==> src/rtl/reverb_preset_crossfade_unit_defines.svh <==
// Assertion macros for the reverb preset crossfade RTL.
// Included by files that carry concurrent assertions.
`ifndef REVERB_PRESET_CROSSFADE_UNIT_DEFINES_SVH
`define REVERB_PRESET_CROSSFADE_UNIT_DEFINES_SVH
// Implication checked on every rising edge outside reset.
`define RPC_ASSERT_IMP(label, clk, rst_n, ante, cons) \
    label: assert property (@(posedge clk) disable iff (!rst_n) (ante) |-> (cons)) \
        else $error("assertion failed");
// Implication whose consequent is checked in the cycle after the antecedent.
`define RPC_ASSERT_NEXT(label, clk, rst_n, ante, cons) \
    label: assert property (@(posedge clk) disable iff (!rst_n) (ante) |=> (cons)) \
        else $error("assertion failed");
`endif

==> src/rtl/rpc_pkg.sv <==
// Package for the reverb preset crossfade unit: payload types, codes, tables.
// No dependencies.
`timescale 1ns / 1ps
package rpc_pkg;
    localparam logic [1:0] OP_TICK = 2'd0;
    localparam logic [1:0] OP_ZONE = 2'd1;
    localparam logic [1:0] OP_PRESET = 2'd2;
    localparam int SLOTS = 8;
    localparam logic [16:0] SETTLED = 17'd65536;
    localparam logic [23:0] RATE_MAX = 24'hFFFFFF;

    typedef struct packed {
        logic [1:0] operation;
        logic [9:0] dt_ms;
        logic [1:0] zone;
        logic [3:0] preset;
        logic [15:0] transition_ms;
    } t_in;

    typedef struct packed {
        logic [15:0] decay_time;
        logic [15:0] reflections;
        logic [15:0] late_reverb;
        logic [15:0] diffusion;
        logic [15:0] density;
        logic [15:0] room_size;
        logic [15:0] wet_dry;
        logic [15:0] hf_damping;
        logic [16:0] progress;
        logic [3:0] active_preset;
        logic [1:0] active_zone;
    } t_out;

    // Commands from the controller to the datapath.
    typedef struct packed {
        logic load_tgt;    // copy preset row into target
        logic snap;        // current := target
        logic div_start;   // start reciprocal
        logic div_step;    // one quotient bit
        logic set_rate;    // progress := 0, rate := quotient
        logic mul_step;    // compute step = dt*rate>>8 into register
        logic prog_add;    // progress += step, or settle
        logic par_step;    // move one parameter
        logic [2:0] idx;
    } t_cmd;

    typedef struct packed {
        logic settled;
        logic overflow;     // progress + step reaches one
    } t_sts;

    function automatic logic [15:0] preset_val(input logic [3:0] p, input logic [2:0] i);
        logic [15:0] r [0:10][0:7];
        r[0] = '{16'd0, 16'd0, 16'd0, 16'd0, 16'd0, 16'd0, 16'd0, 16'd0};
        r[1] = '{16'd2048, 16'd2048, 16'd1229, 16'd2458, 16'd1638, 16'd819, 16'd819, 16'd1638};
        r[2] = '{16'd4096, 16'd1638, 16'd2048, 16'd2867, 16'd2048, 16'd1638, 16'd1229, 16'd2048};
        r[3] = '{16'd7373, 16'd1229, 16'd2458, 16'd3277, 16'd2458, 16'd2458, 16'd1638, 16'd2048};
        r[4] = '{16'd10240, 16'd2048, 16'd2867, 16'd2048, 16'd1638, 16'd2048, 16'd2048, 16'd1229};
        r[5] = '{16'd14336, 16'd1638, 16'd3277, 16'd1638, 16'd1229, 16'd2867, 16'd2458, 16'd819};
        r[6] = '{16'd8192, 16'd2458, 16'd2048, 16'd1229, 16'd819, 16'd1229, 16'd1638, 16'd1638};
        r[7] = '{16'd16384, 16'd1229, 16'd3277, 16'd3686, 16'd3277, 16'd3686, 16'd2048, 16'd2458};
        r[8] = '{16'd6144, 16'd819, 16'd2458, 16'd3686, 16'd2867, 16'd2048, 16'd1638, 16'd3277};
        r[9] = '{16'd4915, 16'd2048, 16'd1638, 16'd2867, 16'd2048, 16'd2048, 16'd1434, 16'd1638};
        r[10] = '{16'd9011, 16'd1638, 16'd2458, 16'd2458, 16'd2048, 16'd2048, 16'd1843, 16'd1638};
        if (p > 4'd10) begin
            return 16'd0;
        end
        return r[p][i];
    endfunction

    function automatic logic [3:0] zone_preset(input logic [1:0] z);
        case (z)
            2'd0: return 4'd0;
            2'd1: return 4'd2;
            2'd2: return 4'd4;
            default: return 4'd8;
        endcase
    endfunction
endpackage

==> src/rtl/reverb_preset_crossfade_unit.sv <==
// Zone, preset and settled-tick items go straight to done; a timed preset load
// runs a 25-step serial reciprocal; a tick: step multiply, progress, up to 8 moves.
// Throughput: one item at a time; the next is taken once the result transfer is
// handed to the output register. Synchronous active-low reset restores the
// settled, all-zero, outdoor state at once.
`timescale 1ns / 1ps
module reverb_preset_crossfade_unit #(
    parameter int PARAM_COUNT = 8,
    parameter int PRESET_COUNT = 11
) (
    input  logic          i_clk,
    input  logic          i_rst_n,
    input  logic          i_valid,
    output logic          o_stall,
    input  rpc_pkg::t_in  i_data,
    output logic          o_valid,
    input  logic          i_stall,
    output rpc_pkg::t_out o_data
);
    rpc_pkg::t_cmd w_cmd;
    rpc_pkg::t_sts w_sts;
    logic [3:0] w_preset, w_preset_reg;
    logic [15:0] w_time;
    logic [9:0] w_dt;
    logic [1:0] w_zone_reg;
    logic w_done, w_busy, w_free;
    logic [16*rpc_pkg::SLOTS-1:0] w_params;
    logic [16:0] w_prog;
    logic r_valid;

    assign w_free = !r_valid || !i_stall;
    assign o_stall = w_busy;
    assign o_valid = r_valid;

    rpc_ctrl #(.PRESET_COUNT(PRESET_COUNT)) u_ctrl (
        .i_clk(i_clk), .i_rst_n(i_rst_n), .i_valid(i_valid), .i_item(i_data),
        .o_busy(w_busy), .i_sts(w_sts), .o_cmd(w_cmd), .o_preset(w_preset),
        .o_time(w_time), .o_dt(w_dt), .o_preset_reg(w_preset_reg),
        .o_zone_reg(w_zone_reg), .o_done(w_done), .i_out_free(w_free)
    );

    rpc_datapath #(.PARAM_COUNT(PARAM_COUNT)) u_dp (
        .i_clk(i_clk), .i_rst_n(i_rst_n), .i_cmd(w_cmd), .i_preset(w_preset),
        .i_time(w_time), .i_dt(w_dt), .o_sts(w_sts), .o_params(w_params),
        .o_progress(w_prog)
    );

    // Output register for the result transfer.
    always_ff @(posedge i_clk) begin
        if (!i_rst_n) begin
            r_valid <= 1'b0;
        end else if (w_free) begin
            r_valid <= w_done;
        end
    end

    always_ff @(posedge i_clk) begin
        if (w_free && w_done) begin
            o_data <= {w_params, w_prog, w_preset_reg, w_zone_reg};
        end
    end
endmodule

==> src/rtl/rpc_datapath.sv <==
// Datapath of the reverb preset crossfade unit: state, serial divider, multiplier.
// Depends on rpc_pkg.
`timescale 1ns / 1ps
module rpc_datapath #(
    parameter int PARAM_COUNT = 8
) (
    input  logic            i_clk,
    input  logic            i_rst_n,
    input  rpc_pkg::t_cmd   i_cmd,
    input  logic [3:0]      i_preset,
    input  logic [15:0]     i_time,
    input  logic [9:0]      i_dt,
    output rpc_pkg::t_sts   o_sts,
    output logic [16*rpc_pkg::SLOTS-1:0] o_params,
    output logic [16:0]     o_progress
);
    logic [15:0] r_cur [rpc_pkg::SLOTS];
    logic [15:0] r_tgt [rpc_pkg::SLOTS];
    logic [16:0] r_prog;
    logic [23:0] r_rate;
    logic [16:0] r_step;
    logic [24:0] r_rem;
    logic [24:0] r_quo;
    logic [33:0] w_prod;
    logic [17:0] w_sum;
    logic [25:0] w_trial;
    logic [15:0] w_c;
    logic [15:0] w_t;
    logic [15:0] w_diff;
    logic [32:0] w_mv;

    assign w_prod = {24'd0, i_dt} * {10'd0, r_rate};
    assign w_sum = {1'b0, r_prog} + {1'b0, r_step};
    assign w_trial = {r_rem, r_quo[24]} - {10'd0, i_time};
    assign w_c = r_cur[i_cmd.idx];
    assign w_t = r_tgt[i_cmd.idx];
    assign w_diff = (w_t >= w_c) ? (w_t - w_c) : (w_c - w_t);
    assign w_mv = {17'd0, w_diff} * {16'd0, r_step};

    assign o_sts.settled = (r_prog == rpc_pkg::SETTLED);
    assign o_sts.overflow = (w_sum >= {1'b0, rpc_pkg::SETTLED});
    assign o_progress = r_prog;

    // Parameter slots beyond the configured count read zero.
    always_comb begin
        for (int i = 0; i < rpc_pkg::SLOTS; i++) begin
            o_params[16*(rpc_pkg::SLOTS-1-i) +: 16] = (i < PARAM_COUNT) ? r_cur[i] : 16'd0;
        end
    end

    // Progress and rate control registers.
    always_ff @(posedge i_clk) begin
        if (!i_rst_n) begin
            r_prog <= rpc_pkg::SETTLED;
            r_rate <= '0;
        end else if (i_cmd.snap && i_cmd.load_tgt) begin
            r_prog <= rpc_pkg::SETTLED;
            r_rate <= '0;
        end else if (i_cmd.set_rate) begin
            r_prog <= '0;
            r_rate <= (r_quo > {1'b0, rpc_pkg::RATE_MAX}) ? rpc_pkg::RATE_MAX : r_quo[23:0];
        end else if (i_cmd.prog_add) begin
            r_prog <= o_sts.overflow ? rpc_pkg::SETTLED : w_sum[16:0];
        end
    end

    // Parameter registers; cleared at reset as the table row for none.
    always_ff @(posedge i_clk) begin
        if (!i_rst_n) begin
            for (int i = 0; i < rpc_pkg::SLOTS; i++) begin
                r_cur[i] <= '0;
                r_tgt[i] <= '0;
            end
        end else begin
            for (int i = 0; i < rpc_pkg::SLOTS; i++) begin
                if (i_cmd.load_tgt) begin
                    r_tgt[i] <= (i < PARAM_COUNT) ? rpc_pkg::preset_val(i_preset, 3'(i)) : 16'd0;
                end
                if (i_cmd.snap && i_cmd.load_tgt) begin
                    r_cur[i] <= (i < PARAM_COUNT) ? rpc_pkg::preset_val(i_preset, 3'(i)) : 16'd0;
                end else if (i_cmd.snap) begin
                    r_cur[i] <= r_tgt[i];
                end
            end
            if (i_cmd.par_step) begin
                r_cur[i_cmd.idx] <= (w_t >= w_c) ? (w_c + w_mv[31:16]) : (w_c - w_mv[31:16]);
            end
        end
    end

    // Restoring divider of 2^24 by the time, one quotient bit per cycle.
    always_ff @(posedge i_clk) begin
        if (i_cmd.div_start) begin
            r_rem <= '0;
            r_quo <= 25'h1000000;
        end else if (i_cmd.div_step) begin
            if (!w_trial[25]) begin
                r_rem <= w_trial[24:0];
                r_quo <= {r_quo[23:0], 1'b1};
            end else begin
                r_rem <= {r_rem[23:0], r_quo[24]};
                r_quo <= {r_quo[23:0], 1'b0};
            end
        end
        if (i_cmd.mul_step) begin
            r_step <= w_prod[33:8] > 26'h1FFFF ? 17'h1FFFF : w_prod[24:8];
        end
    end
endmodule

==> src/rtl/rpc_ctrl.sv <==
// Controller of the reverb preset crossfade unit: decodes items and sequences.
// Depends on rpc_pkg and the assertion header.
`timescale 1ns / 1ps
`include "reverb_preset_crossfade_unit_defines.svh"
module rpc_ctrl #(
    parameter int PRESET_COUNT = 11
) (
    input  logic          i_clk,
    input  logic          i_rst_n,
    input  logic          i_valid,
    input  rpc_pkg::t_in  i_item,
    output logic          o_busy,
    input  rpc_pkg::t_sts i_sts,
    output rpc_pkg::t_cmd o_cmd,
    output logic [3:0]    o_preset,
    output logic [15:0]   o_time,
    output logic [9:0]    o_dt,
    output logic [3:0]    o_preset_reg,
    output logic [1:0]    o_zone_reg,
    output logic          o_done,
    input  logic          i_out_free
);
    localparam logic [2:0] S_IDLE = 3'd0;
    localparam logic [2:0] S_DIV = 3'd1;
    localparam logic [2:0] S_MUL = 3'd2;
    localparam logic [2:0] S_ADD = 3'd3;
    localparam logic [2:0] S_PAR = 3'd4;
    localparam logic [2:0] S_DONE = 3'd5;

    logic [2:0] r_state, n_state;
    logic [4:0] r_cnt, n_cnt;
    logic [3:0] r_preset_reg, n_preset_reg;
    logic [1:0] r_zone_reg, n_zone_reg;
    logic [3:0] r_p;
    logic [15:0] r_time;
    logic [9:0] r_dt;
    logic [3:0] w_p;
    logic w_load;
    logic w_take;

    assign o_busy = (r_state != S_IDLE);
    assign w_take = i_valid && !o_busy;
    assign w_p = (i_item.operation == rpc_pkg::OP_ZONE) ?
        rpc_pkg::zone_preset(i_item.zone) : i_item.preset;
    // A load happens for a changed zone or a preset item, when in range and not redundant.
    assign w_load = ((i_item.operation == rpc_pkg::OP_ZONE && i_item.zone != r_zone_reg) ||
        i_item.operation == rpc_pkg::OP_PRESET) && ({28'd0, w_p} < PRESET_COUNT) &&
        !(w_p == r_preset_reg && i_sts.settled);
    assign o_preset = w_take ? w_p : r_p;
    assign o_time = r_time;
    assign o_dt = r_dt;
    assign o_preset_reg = r_preset_reg;
    assign o_zone_reg = r_zone_reg;
    assign o_done = (r_state == S_DONE);

    // Item capture registers.
    always_ff @(posedge i_clk) begin
        if (w_take) begin
            r_p <= w_p;
            r_time <= i_item.transition_ms;
            r_dt <= i_item.dt_ms;
        end
    end

    // Sequencer.
    always_comb begin
        n_state = r_state;
        n_cnt = r_cnt;
        n_preset_reg = r_preset_reg;
        n_zone_reg = r_zone_reg;
        o_cmd = '0;
        o_cmd.idx = r_cnt[2:0];
        case (r_state)
            S_IDLE: begin
                if (w_take) begin
                    n_state = S_DONE;
                    if (i_item.operation == rpc_pkg::OP_ZONE) begin
                        n_zone_reg = i_item.zone;
                    end
                    if (w_load) begin
                        n_preset_reg = w_p;
                        o_cmd.load_tgt = 1'b1;
                        if (i_item.transition_ms == 16'd0) begin
                            o_cmd.snap = 1'b1;
                        end else begin
                            o_cmd.div_start = 1'b1;
                            n_cnt = 5'd0;
                            n_state = S_DIV;
                        end
                    end else if (i_item.operation == rpc_pkg::OP_TICK && !i_sts.settled) begin
                        n_state = S_MUL;
                    end
                end
            end
            S_DIV: begin
                o_cmd.div_step = 1'b1;
                n_cnt = r_cnt + 5'd1;
                if (r_cnt == 5'd24) begin
                    n_state = S_ADD;
                    n_cnt = 5'd31;
                end
            end
            S_MUL: begin
                o_cmd.mul_step = 1'b1;
                n_state = S_ADD;
                n_cnt = 5'd0;
            end
            S_ADD: begin
                if (r_cnt == 5'd31) begin
                    o_cmd.set_rate = 1'b1;
                    n_state = S_DONE;
                end else begin
                    o_cmd.prog_add = 1'b1;
                    o_cmd.snap = i_sts.overflow;
                    n_state = i_sts.overflow ? S_DONE : S_PAR;
                end
            end
            S_PAR: begin
                o_cmd.par_step = 1'b1;
                n_cnt = r_cnt + 5'd1;
                if (r_cnt == 5'(rpc_pkg::SLOTS - 1)) begin
                    n_state = S_DONE;
                end
            end
            S_DONE: begin
                if (i_out_free) begin
                    n_state = S_IDLE;
                end
            end
            default: n_state = S_IDLE;
        endcase
    end

    always_ff @(posedge i_clk) begin
        if (!i_rst_n) begin
            r_state <= S_IDLE;
            r_cnt <= '0;
            r_preset_reg <= '0;
            r_zone_reg <= '0;
        end else begin
            r_state <= n_state;
            r_cnt <= n_cnt;
            r_preset_reg <= n_preset_reg;
            r_zone_reg <= n_zone_reg;
        end
    end

    `RPC_ASSERT_IMP(a_take_idle, i_clk, i_rst_n, w_take, r_state == S_IDLE)
    `RPC_ASSERT_NEXT(a_div_len, i_clk, i_rst_n, r_state == S_DIV && r_cnt == 5'd24,
        r_state == S_ADD)
    `RPC_ASSERT_IMP(a_preset_range, i_clk, i_rst_n, 1'b1, {28'd0, r_preset_reg} < PRESET_COUNT)
endmodule

==> config.mk <==
export PLATFORM = sky130hd
export DESIGN_NAME = reverb_preset_crossfade_unit
export DESIGN_NICKNAME = d
export VERILOG_FILES = /design/src/rtl/rpc_pkg.sv /design/src/rtl/reverb_preset_crossfade_unit.sv /design/src/rtl/rpc_datapath.sv /design/src/rtl/rpc_ctrl.sv
export VERILOG_INCLUDE_DIRS = /design/src /design/src/rtl
export SDC_FILE = /design/constraint.sdc
export NUM_CORES = 2
export LEC_CHECK = 0
export BUFFER_PORTS_ARGS = -buffer_cell sky130_fd_sc_hd__buf_2
export CAP_MARGIN = 20
export CORE_MARGIN = 10
export CORE_UTILIZATION = 55
export CTS_BUF_LIST = sky130_fd_sc_hd__clkbuf_4 sky130_fd_sc_hd__clkbuf_8 sky130_fd_sc_hd__clkbuf_16
export DETAILED_ROUTE_END_ITERATION = 12
export PLACE_DENSITY = 0.87
export SYNTH_ARGS = -nofsm -noshare
export SYNTH_HDL_FRONTEND = slang
export SYNTH_SLANG_ARGS = --single-unit
export TNS_END_PERCENT = 10
==> constraint.sdc <==
create_clock -name i_clk -period 13 [get_ports i_clk]
set_input_delay 1.95 -clock i_clk [delete_from_list [all_inputs] [get_ports i_clk]]
set_output_delay 1.95 -clock i_clk [all_outputs]
set_load 0.01 [all_outputs]
# [Word level (Yosys, flattened, before mapping)]
# Memories as Yosys holds them, arrays and structs flattened. A register that Yosys moved wholly into a read port is not among the register bits.
# Cells that the tools add are included.
[word_totals] register_bits=176 ram_bits=256 romBits=2048 input_bits=38 output_inout_bits=153 wordCells=254 mem_count=3
[classes] n_addsub=7 mul=2 magnitude_cmp=7 n_eq_ne=21 muxes=142 bitwise=26 reduce_logical=29
[memory_table] name="(no name shown)" depth=16 width=128 rd=1 rd_ports_with_merged_regs=0 wr=0 line="rpc_pkg.sv:68" rtl="return r[p][i];"
[memory_table] name="u_dp.r_cur" depth=8 width=16 rd=9 rd_ports_with_merged_regs=9 wr=8 line="rpc_datapath.sv:17" rtl="logic [15:0] r_cur [rpc_pkg::SLOTS];"
[memory_table] name="u_dp.r_tgt" depth=8 width=16 rd=9 rd_ports_with_merged_regs=1 wr=8 line="rpc_datapath.sv:18" rtl="logic [15:0] r_tgt [rpc_pkg::SLOTS];"
[ops] operator="$mux W16" n=76
[ops] operator="$mux W128" n=2
[ops] operator="$mux W17" n=3
[ops] operator="$sub A16 B16 Y16" n=3
[ops] operator="$mux W3" n=15
[ops] operator="$mul A10 B24 Y34" n=1
[ops] operator="$mux W1" n=34
[ops] operator="$mul A16 B17 Y32" n=1
[ops] operator="$gt A26 B17 Y1 const B" n=1
[ops] operator="$sub A26 B16 Y26" n=1
[ops] operator="$gt A25 B24 Y1 const B" n=1
[ops] operator="$mux W25" n=1
[ops] operator="$mux W24" n=1
[ops] operator="$or A1 B1 Y1" n=24
[ops] operator="$mux W5" n=4
[ops] operator="$pmux W5 S4" n=1
[ops] operator="$add A17 B17 Y18" n=1
[ops] operator="$ge A18 B17 Y1 const B" n=1
[ops] operator="$pmux W3 S6" n=1
[ops] operator="$eq A17 B17 Y1 const B" n=1
[ops] operator="$add A16 B16 Y16" n=1
[ops] operator="$ge A16 B16 Y1" n=1
[ops] operator="$logic_not A16 Y1" n=1
[ops] operator="$reduce_or A16 Y1" n=1
[ops] operator="32 further kinds" n=57

# [Logic depth before layout (Yosys ltp)]
[depth] depth_word=19 ltp_mapped=58 mapped_depth_nobuf=53

# [Cells and area by module]
# Synthesis repeated with hierarchy kept, for this count alone.
[unflattened] cells_unflattened=3953 area_unflattened_um2=39781.9
[by_module_without_submodules] module="rpc_datapath" n_inst=1 cells_each=3626 area_each_um2=33210.6 seq_area_each_um2=7857.5
[by_module_without_submodules] module="reverb_preset_crossfade_unit" n_inst=1 cells_each=156 area_each_um2=4575.6 seq_area_each_um2=4554.4
[by_module_without_submodules] module="rpc_ctrl" n_inst=1 cells_each=171 area_each_um2=1995.7 seq_area_each_um2=1141.1

# [Least setup slack after synthesis]
# OpenSTA, ideal clock, no wires.
[synth_path] kind="flip-flop to flip-flop" from="reg (tool-made name)" to="mem u_dp.r_cur[0][14] (data pin)" setup_time_ns=0.153 arrival_time_ns=12.943 slack_ns=-0.096 path_stages_with_launch=53 n_path_buf=7 cell_sequence="dfxtp_1 > buf_1 > buf_1 > mux4_2 > mux2i_1 > inv_1 > ha_1 > clkbuf_1 > nand3_1 > a311oi_1 > o21bai_1 > a21oi_2 > buf_6 > clkbuf_1 > a31oi_1 > xnor2_1 > clkbuf_1 > nand2_1 > [... 17 more ...] > inv_1 > ha_1 > nand2_1 > o21ai_0 > fa_1 > a21o_1 > a21oi_1 > o21bai_1 > a21oi_1 > o21bai_1 > a21oi_1 > o21bai_1 > a21oi_1 > o21ai_0 > or4b_2 > and3_1 > clkbuf_1 > o22ai_1"
[synth_rtl] element="to (decl)" line="rpc_datapath.sv:17"

==> summary.md <==
| Metric | Value |
|---|---|
| Leading area contributor after synthesis | edfxtp_1 |
| Cells after DPL | 4974 |
| Final Max Tran Viols | 0 |
| Largest registers | o_data x151, u_dp.r_cur x128, u_dp.r_tgt x56 |
| Worst setup path category | register to register |
| DR pass1 iterations | 7 |
| Finished Layout Cells | 5104 |
| Yosys warnings | 0 |
| Reg clk slew, reported paths | approximately 0.07 ns |
| Via-per-instance ratio | ~6.2 |
| Max_cap viols | 0 |
| Main synth FF type | edfxtp_1 |
| Tmin final | 12.82 ns |
| Routed Antenna Nets | 0 |
| Worst min path class | register to register |
| DIE HEIGHT | 290 um |
| Die area | 0.0842 mm^2 |
| RD Place Congestion | 1.05 |
| Clock net sink count | between 400 and 500 |
| Register area share after synthesis | 33.9% |
| Least-Margin Pin Slew | 1.20 ns |
| Initial DRC Count | 4222 |
| Clock Tree Root | clkbuf_16 |
| Mapped Area | 0.0401 mm^2 |
| Vias in the first global route | 31500 |
| Seq cells post-synth | between 400 and 500 |
| Cell count after synthesis | between 3000 and 4000 |
| Tot GR Track Use | approximately a quarter |
| Number of synthesized flops with an enable pin | 378 |
| Endpoints failing setup | 0 |
| Area Overhead vs Synth | 11.5% |
| Post-route clock period utilization | around 100% |
| Largest net degree at the start of global routing | 88 |
| # hold bufs at CTS | 0 |
| Worst setup SP type | register |
| Die width | about 290 um |
| Clock Skews | 0.0288 ns |
| Max incr delay on CP | around 0.57 ns |
| # port buffers | 190 |
| WL final | 116000 um |
| Row Count | 98 |
| Post-synth top cells | inv_1 (493), nand2_1 (477), fa_1 (384) |
| Most numerous cell in the Yosys netlist | inv_1 |
| Grt total ovfl | 0 |
| Clock Tree Buf Depth | 3 |
| Worst-path fanout max | 10 |
| Top reg by flops | o_data |
| DRC | 0 |
| Syn_nets | 4628 |
| Syn avg cell area | 10.2 um^2 |
| Cell variety after synth | slightly below 100 |
| Crit path required time | 13.33 ns |
| CTS tree | done |
| Num ports | between 150 and 200 |
| Post-synth ARST share | 0% |
| Critical path arrival | 13.15 ns |
| Status | completed |
| Initial antenna violation count | 10 |
| TritonCTS Buffers | just under 50 |
| Max Fclk | 0.0780 GHz |
| Drt wl/cell | around 23 um |
| Number of flip-flops under the largest register name | 151 |
| CORE AREA | 0.0720 mm^2 |
| Worst-skew pair later-pin latency | between 0.6 and 0.7 ns |
| Top cell type's share of synthesized area | 28.3% |
| HPWL reported at the end of detailed placement | ~84000 um |
| H-tree depth reported by CTS | 2 |
| Ranking of synthesized cells by area | edfxtp_1 (28%), fa_1 (19%), ha_1 (8.0%) |
| Post-layout nets | roughly 4800 |
| Crit path capture type | register |
| Slew headroom | 19.7% |
| Crit-path slowest cell | fa_1 |
| Most used cell, CP | fa_1 |
| Final hold viol count | 0 |
| Share of layout cells above drive strength 1 | 13.5% |
| Initial core utilization | 55.8% |
| First-pass GRT wire length | 178000 um |
| Via Count | 31900 |
==> worst paths after layout <==
| kind | from | to | slack, ns | cells past startpoint |
|---|---|---|---|---|
| max | register | u_dp.r_cur[1][15] | 0.18 | 49 |
| min | u_dp.r_quo[21] | u_dp.r_quo[22] | 0.45 | 2 |
| max reg2reg | register | u_dp.r_cur[1][15] | 0.18 | 49 |
| min reg2reg | u_dp.r_quo[21] | u_dp.r_quo[22] | 0.45 | 2 |
==> final cells by class <==
type / instances / area, um^2
inverters: 497 / 1870
repair buffers: 301 / 1970
multi-input cells: 2769 / 24500
diodes: 4 / 10.0
flip-flops and latches: 491 / 13600
fillers: 5411 / 27200
clock buffers: 64 / 1360
well taps: 950 / 1190
clock inverters: 28 / 309
==> through the flow <==
stage,utilization (%),setup slack (ns),setup TNS (ns),cell area [um^2],hold slack [ns]
finish,62.2,0.181,0,44800,0.451
global route,62.2,-0.160,-1.21,44800,0.465
CTS,61.1,-0.0110,-0.0110,44000,0.447
detailed placement,58.6,-0.382,-5.66,42200,0.433
global placement,58.6,-0.00499,-0.0152,42200,0.427
floorplan,-,0.0124,0,40100,0.417
==> routing by layer <==
layer  wire length [um]  vias up  track usage [%]  share of wire, %
met5                 96        -                0             0.083
met4               5380       14             10.5               4.6
met3              14400      482             7.24                12
met2              54000     2221             42.8                46
met1              42400    15500             33.5                36
li1                   -    13600                -                 -
==> cells by family after synthesis <==
logic type                 synth area share (%)
muxes                                      4.64
AOI/OAI and AO/OA                          10.1
DFF                                        33.9
adders and majority gates                  27.2
xor gates and xnor gates                   2.69
buffers and inverters                      6.55
and+or+nand+nor                            15.0
==> critical path: cells and delay by family, from the launching register on <==
kind	cells	cell delay, ns
muxes	4	1.34
AOI/OAI and AO/OA	16	3.10
and+or+nand+nor	5	1.10
xor gates and xnor gates	5	1.10
buffers and inverters	10	1.34
DFF	1	0.53
adders and majority gates	9	3.97
==> timing repair <==
item / in CTS / in global routing
setup buffers: 2 / 27
setup endpoints to repair: 20 / 47
gates resized for setup: 10 / 94
gates cloned: 1 / 4
pin swaps: 2 / 23
==> cell usage in the layout, fill, tap and decap left out, types with 9 or more instances in the layout <==
cell,instances
a21o_1,67
a31oi_1,27
nor2_1,241
nor2b_1,27
dfxtp_1,111
a21oi_1,161
mux4_2,44
fa_1,382
a211oi_1,32
a22oi_1,9
nand2_1,477
or2_2,9
buf_4,95
nand4_1,19
a21boi_0,9
o21ai_0,109
nor4_1,16
clkbuf_4,13
o21a_1,16
and3_1,16
clkinv_1,9
or3_1,12
mux2i_4,10
xnor2_1,79
xor2_1,29
and2_1,222
ha_1,246
edfxtp_1,378
nor3_1,92
mux2i_2,9
o211ai_1,12
nand2b_1,25
mux2i_1,56
clkbuf_16,53
o22ai_1,49
buf_2,190
o21bai_1,20
inv_1,490
and4_1,9
nand3_1,55
Power is left out: the tool's default activity adds up to more than one toggle a clock period on the data nets, which glitch-free logic cannot reach.
